$ cat src/rtl/gcd_div.sv
// Iterative restoring divider, one quotient bit per cycle.
`timescale 1ns / 1ps

module gcd_div #(
  parameter int unsigned DVD_W = 30,
  parameter int unsigned DVS_W = 9
) (
  input  logic             clk_i,
  input  logic             rst_ni,
  input  logic             start_i,
  input  logic [DVD_W-1:0] dividend_i,
  input  logic [DVS_W-1:0] divisor_i,
  output logic             done_o,
  output logic [DVD_W-1:0] quotient_o
);

  localparam int unsigned CNT_W = $clog2(DVD_W + 1);

  logic             busy_q, busy_d;
  logic             done_q, done_d;
  logic [CNT_W-1:0] cnt_q, cnt_d;
  logic [DVS_W-1:0] rem_q, rem_d;
  logic [DVS_W-1:0] dvs_q, dvs_d;
  logic [DVD_W-1:0] quo_q, quo_d;

  logic [DVS_W:0]   shifted;
  logic             ge;

  // One trial subtraction per cycle; dividend bits shift out, quotient bits in
  always_comb begin
    shifted = {rem_q, quo_q[DVD_W-1]};
    ge      = (shifted >= {1'b0, dvs_q});
    busy_d  = busy_q;
    done_d  = 1'b0;
    cnt_d   = cnt_q;
    rem_d   = rem_q;
    dvs_d   = dvs_q;
    quo_d   = quo_q;
    if (start_i) begin
      busy_d = 1'b1;
      cnt_d  = CNT_W'(DVD_W);
      rem_d  = '0;
      dvs_d  = divisor_i;
      quo_d  = dividend_i;
    end else if (busy_q) begin
      rem_d = ge ? DVS_W'(shifted - {1'b0, dvs_q}) : DVS_W'(shifted);
      quo_d = {quo_q[DVD_W-2:0], ge};
      cnt_d = cnt_q - CNT_W'(1);
      if (cnt_q == CNT_W'(1)) begin
        busy_d = 1'b0;
        done_d = 1'b1;
      end
    end
  end

  always_ff @(posedge clk_i or negedge rst_ni) begin
    if (!rst_ni) begin
      busy_q <= 1'b0;
      done_q <= 1'b0;
      cnt_q  <= '0;
    end else begin
      busy_q <= busy_d;
      done_q <= done_d;
      cnt_q  <= cnt_d;
    end
  end

  always_ff @(posedge clk_i) begin
    rem_q <= rem_d;
    dvs_q <= dvs_d;
    quo_q <= quo_d;
  end

  assign done_o     = done_q;
  assign quotient_o = quo_q;

endmodule

$ cat config.mk
export PLATFORM = sky130hd
export DESIGN_NAME = gcd_div
export DESIGN_NICKNAME = d
export VERILOG_FILES = /design/src/rtl/gcd_div.sv
export SDC_FILE = /design/constraint.sdc
export NUM_CORES = 1
export LEC_CHECK = 0
export BUFFER_PORTS_ARGS = -buffer_cell sky130_fd_sc_hd__buf_2
export CAP_MARGIN = 0
export CORE_UTILIZATION = 56
export DETAILED_ROUTE_END_ITERATION = 12
export PLACE_DENSITY = 0.95
export REMOVE_ABC_BUFFERS = 1
export SYNTH_ARGS = -nofsm -noshare
export SYNTH_HDL_FRONTEND = slang
export SYNTH_SLANG_ARGS = --single-unit
$ cat constraint.sdc
create_clock -name clk_i -period 4.9 [get_ports clk_i]
set_input_delay 0.49 -clock clk_i [delete_from_list [all_inputs] [get_ports clk_i]]
set_output_delay 0.49 -clock clk_i [all_outputs]
set_load 0.005 [all_outputs]
==> impl_metrics.prom <==
# TYPE chip_impl_metric gauge
chip_impl_info{name="run_status",value="finished clean"} 1
chip_impl_metric{name="final_critical_path_setup_slack",unit="ns"} 2.30
chip_impl_metric{name="overflow",unit=""} 0
chip_impl_info{name="leading_cell_types_in_the_layout_fill_and_taps_excluded",value="sky130_fd_sc_hd__buf_2 (72), sky130_fd_sc_hd__edfxtp_1 (39), sky130_fd_sc_hd__mux2_2 (29)"} 1
chip_impl_metric{name="power.share.switching",unit="%"} 29.5
chip_impl_metric{name="yosys_warnings",unit=""} 0
chip_impl_metric{name="cts.repair.resized",unit=""} 0
chip_impl_metric{name="detailedRoute.firstPassIterationCount",unit=""} 4
chip_impl_metric{name="leakage",unit="nW"} 1.44
chip_impl_info{name="family_with_the_most_delay_on_the_worst_path",value="compound AO/OA/AOI/OAI gates"} 1
chip_impl_metric{name="timing_worst_slew_pin_value",unit="ns"} 0.799
chip_impl_metric{name="clock_power_share",unit="%"} 22.5
chip_impl_metric{name="syn_avg_cell_area",unit="sq um"} 12.7
chip_impl_metric{name="place.gp.congestion",unit=""} 0.800
chip_impl_metric{name="cts_made_buffers",unit=""} 5
chip_impl_info{name="cts_tree",value="done"} 1
chip_impl_metric{name="antennaDiodeCount",unit=""} 0
chip_impl_metric{name="placed_cells_incl_taps",unit=""} 346
chip_impl_metric{name="edff_count_synth",unit=""} 39
chip_impl_info{name="timing_worst_setup_path_type",value="register to register"} 1
chip_impl_metric{name="wire_per_inst",unit="um"} 14.7
chip_impl_metric{name="peakVddDrop",unit="mV"} 0.275
chip_impl_metric{name="ff2ff_setup_slack",unit="ns"} 2.30
chip_impl_metric{name="placed_cell_area",unit="sq um"} 3160
chip_impl_metric{name="flow.area_growth_from_synthesis",unit="%"} 19.0
chip_impl_metric{name="yosys_register_bits",unit=""} 55
chip_impl_metric{name="cts_htree_levels",unit=""} 2
chip_impl_metric{name="dr_total_vias",unit=""} 1942
chip_impl_metric{name="post_synthesis_cell_area",unit="sq um"} 2750
chip_impl_metric{name="die-height",unit="um"} 72.0
chip_impl_metric{name="final_period_minus_worst_setup_slack",unit="ns"} 2.60
chip_impl_metric{name="grt_start_max_net_pins",unit=""} 36
chip_impl_metric{name="route.detailed.vias_per_inst",unit=""} 5.47
chip_impl_metric{name="fp.dieW",unit="um"} 72.0
chip_impl_metric{name="synth_sequential_area_ratio",unit="%"} 55.6
chip_impl_metric{name="maxCapViolations",unit=""} 0
chip_impl_metric{name="final_core_utilization",unit="%"} 69.2
chip_impl_info{name="cts_root_buf",value="sky130_fd_sc_hd__clkbuf_8"} 1
chip_impl_metric{name="crit_path_max_fanout",unit=""} 14
chip_impl_metric{name="first_iter_violations",unit=""} 115
chip_impl_metric{name="timing.fmax",unit="MHz"} 384
chip_impl_metric{name="fin_total_pwr",unit="mW"} 1.23
chip_impl_metric{name="finClkSkew",unit="ns"} 0.00493
chip_impl_metric{name="tns",unit="ns"} 0
chip_impl_metric{name="setup-violations-final",unit=""} 0
chip_impl_metric{name="slew-limit-headroom",unit="%"} 46.8
chip_impl_metric{name="asyncSetResetFlopFracSynth",unit="%"} 12.7
chip_impl_metric{name="placement_rows",unit=""} 25
chip_impl_metric{name="final.fill_count",unit=""} 328
chip_impl_metric{name="worstPathBufferInverterCount",unit=""} 2
chip_impl_info{name="startpoint_type",value="register"} 1
chip_impl_metric{name="port-buffer-count",unit=""} 72
chip_impl_metric{name="routed_wl",unit="um"} 5220
chip_impl_metric{name="clock-sinks",unit=""} 55
chip_impl_metric{name="cts_max_path_buffers",unit=""} 2
chip_impl_metric{name="synth.distinct_cells",unit=""} 40
chip_impl_metric{name="initial_cell_density_of_the_core",unit="%"} 58.1
chip_impl_metric{name="worst_setup_hold_path_clk_slew",unit="ns"} 0.10
chip_impl_metric{name="layout.cell_area.non_filler",unit="sq um"} 3270
chip_impl_metric{name="power_switching",unit="mW"} 0.362
chip_impl_metric{name="antenna_found_initial",unit=""} 0
chip_impl_metric{name="cp_data_required_time",unit="ns"} 5.06
chip_impl_info{name="critical_path.slowest_cell",value="sky130_fd_sc_hd__edfxtp_1"} 1
chip_impl_metric{name="dieArea",unit="sq um"} 5190
chip_impl_metric{name="min_period_over_period",unit="%"} 53.1
chip_impl_info{name="crit_path_cell_trace",value="inv_1, ha_1, inv_1, fa_1, a211oi_1, o21a_1, o211a_2, mux2i_1, a211oi_1"} 1
chip_impl_info{name="holdCritPathClass",value="input port to register"} 1
chip_impl_metric{name="layout.cells.non_filler",unit=""} 355
chip_impl_metric{name="wire_length_of_the_first_global_routing_pass",unit="um"} 8640
chip_impl_metric{name="postSynthCellCount",unit=""} 216
chip_impl_metric{name="finalHoldViolCount",unit=""} 0
chip_impl_metric{name="pwr-share-seq",unit="%"} 49.0
chip_impl_info{name="endpoint_kind",value="register"} 1
chip_impl_metric{name="internal_power",unit="mW"} 0.865
chip_impl_metric{name="critical-path-max-stage-delay",unit="ns"} 0.41
chip_impl_metric{name="power.combinational.fraction",unit="%"} 28.5
chip_impl_metric{name="first_global_vias",unit=""} 1946
chip_impl_metric{name="pwr_density",unit="nW/um^2"} 375
chip_impl_info{name="primary_ff_master_synth",value="sky130_fd_sc_hd__edfxtp_1"} 1
chip_impl_metric{name="final-max-slew-violation-count",unit=""} 0
chip_impl_metric{name="global_route.usage.total",unit="%"} 21.5
chip_impl_metric{name="worst_skew_pair.late_latency",unit="ns"} 0.31
chip_impl_metric{name="design.core.area",unit="sq um"} 4720
chip_impl_metric{name="worst_hold_slack",unit="ns"} 0.350
chip_impl_metric{name="worst_ep_arrival",unit="ns"} 2.76
chip_impl_metric{name="postCtsSetupRepairBufs",unit=""} 0
chip_impl_info{name="leading_cell_type_in_the_layout_fill_and_taps_excluded",value="sky130_fd_sc_hd__buf_2"} 1
chip_impl_metric{name="fin_nets",unit=""} 341
chip_impl_info{name="grt_setup_unrepaired",value="no"} 1
chip_impl_metric{name="dpl.hpwl",unit="um"} 3740
chip_impl_metric{name="drive_above_1_share",unit="%"} 40.6
chip_impl_metric{name="antenna_left",unit=""} 0
chip_impl_metric{name="placement.setup.worst_slack",unit="ns"} 2.31
chip_impl_metric{name="io_pins",unit=""} 73
chip_impl_metric{name="post-route-drc-count",unit=""} 0
-- registers in the layout, indices dropped and copies added (netlist names) --
register and flops:
done_o 1, quotient_o 30, rem_q 9, busy_q 1, cnt_q 5, dvs_q 9
-- power by group through the flow --
stage / logic, mW / registers [mW] / clock network, mW
after detailed placement: 0.349 / 0.609 / 0
final: 0.350 / 0.601 / 0.276
after CTS: 0.351 / 0.600 / 0.280
after global routing: 0.388 / 0.608 / 0.297
after global placement: 0.332 / 0.607 / 0
after floorplan: 0.244 / 0.604 / 0
-- layer usage --
layer | up-vias | wire, um | GRT usage, %
met5 | - | 0 | 0
met4 | 0 | 102 | 8.50
met3 | 11 | 357 | 5.56
met2 | 78 | 2580 | 36.1
met1 | 919 | 2180 | 26.8
li1 | 934 | - | -
-- worst paths after layout --
| check | end | start | depth (start not counted) |
|---|---|---|---|
| min in group asynchronous | busy_q | rst_ni | 2 |
| setup reg to reg | rem_q[3] | quotient_o[29] | 9 |
| hold / removal | dvs_q[8] | divisor_i[8] | 1 |
| max in group asynchronous | cnt_q[3] | rst_ni | 2 |
| setup / recovery | rem_q[3] | quotient_o[29] | 9 |
| hold reg to reg | rem_q[5] | rem_q[4] | 2 |
-- logic make-up (layout without fill, tap and decap cells) --
kind of cell	Yosys count	count (layout)	share of synthesized area, %
and+or+nand+nor	48	48	9.25
adders and majority gates	12	12	5.74
xor gates and xnor gates	8	8	2.55
buffers and inverters	24	96	3.46
DFF	55	55	55.6
AOI/OAI and AO/OA	31	31	8.25
muxes	38	38	15.2
-- Yosys cell counts, types with 2 or more instances --
cell / number / area, sq um
sky130_fd_sc_hd__mux2i_1: 9 / 90.1
sky130_fd_sc_hd__nand3b_1: 3 / 22.5
sky130_fd_sc_hd__dfxtp_1: 9 / 180
sky130_fd_sc_hd__clkbuf_1: 8 / 30.0
sky130_fd_sc_hd__ha_1: 11 / 138
sky130_fd_sc_hd__o21ai_0: 4 / 20.0
sky130_fd_sc_hd__nand3_1: 2 / 10.0
sky130_fd_sc_hd__a21oi_1: 5 / 25.0
sky130_fd_sc_hd__nand2_1: 9 / 33.8
sky130_fd_sc_hd__a311oi_1: 3 / 26.3
sky130_fd_sc_hd__xor2_1: 4 / 35.0
sky130_fd_sc_hd__o211ai_1: 3 / 22.5
sky130_fd_sc_hd__dfrtp_1: 7 / 175
sky130_fd_sc_hd__edfxtp_1: 39 / 1170
sky130_fd_sc_hd__a21o_1: 3 / 22.5
sky130_fd_sc_hd__xnor2_1: 4 / 35.0
sky130_fd_sc_hd__nor4b_1: 2 / 17.5
sky130_fd_sc_hd__or3_1: 2 / 12.5
sky130_fd_sc_hd__nand2b_1: 5 / 31.3
sky130_fd_sc_hd__mux2_2: 29 / 327
sky130_fd_sc_hd__nor2_1: 15 / 56.3
sky130_fd_sc_hd__inv_1: 14 / 52.6
sky130_fd_sc_hd__or2_2: 3 / 18.8
sky130_fd_sc_hd__a211oi_1: 7 / 52.6
-- timing repair --
action | 4_1_cts | 5_1_grt
endpoints found under the hold margin | 7 | 0
endpoints found under the setup margin | 0 | 0
hold buffers | 1 | 0
-- cell type report --
class	count	area, sq um	share of cell area, %
clock buffers	7	96.3	2.95
multi-input cells	137	1120	34.4
repair buffers	74	378	11.6
inverters	14	52.6	1.61
clock inverters	1	6.26	0.191
flip-flops and latches	55	1530	46.7
well taps	67	83.8	2.57
No activity file was read; power rests on OpenSTA's default activity.
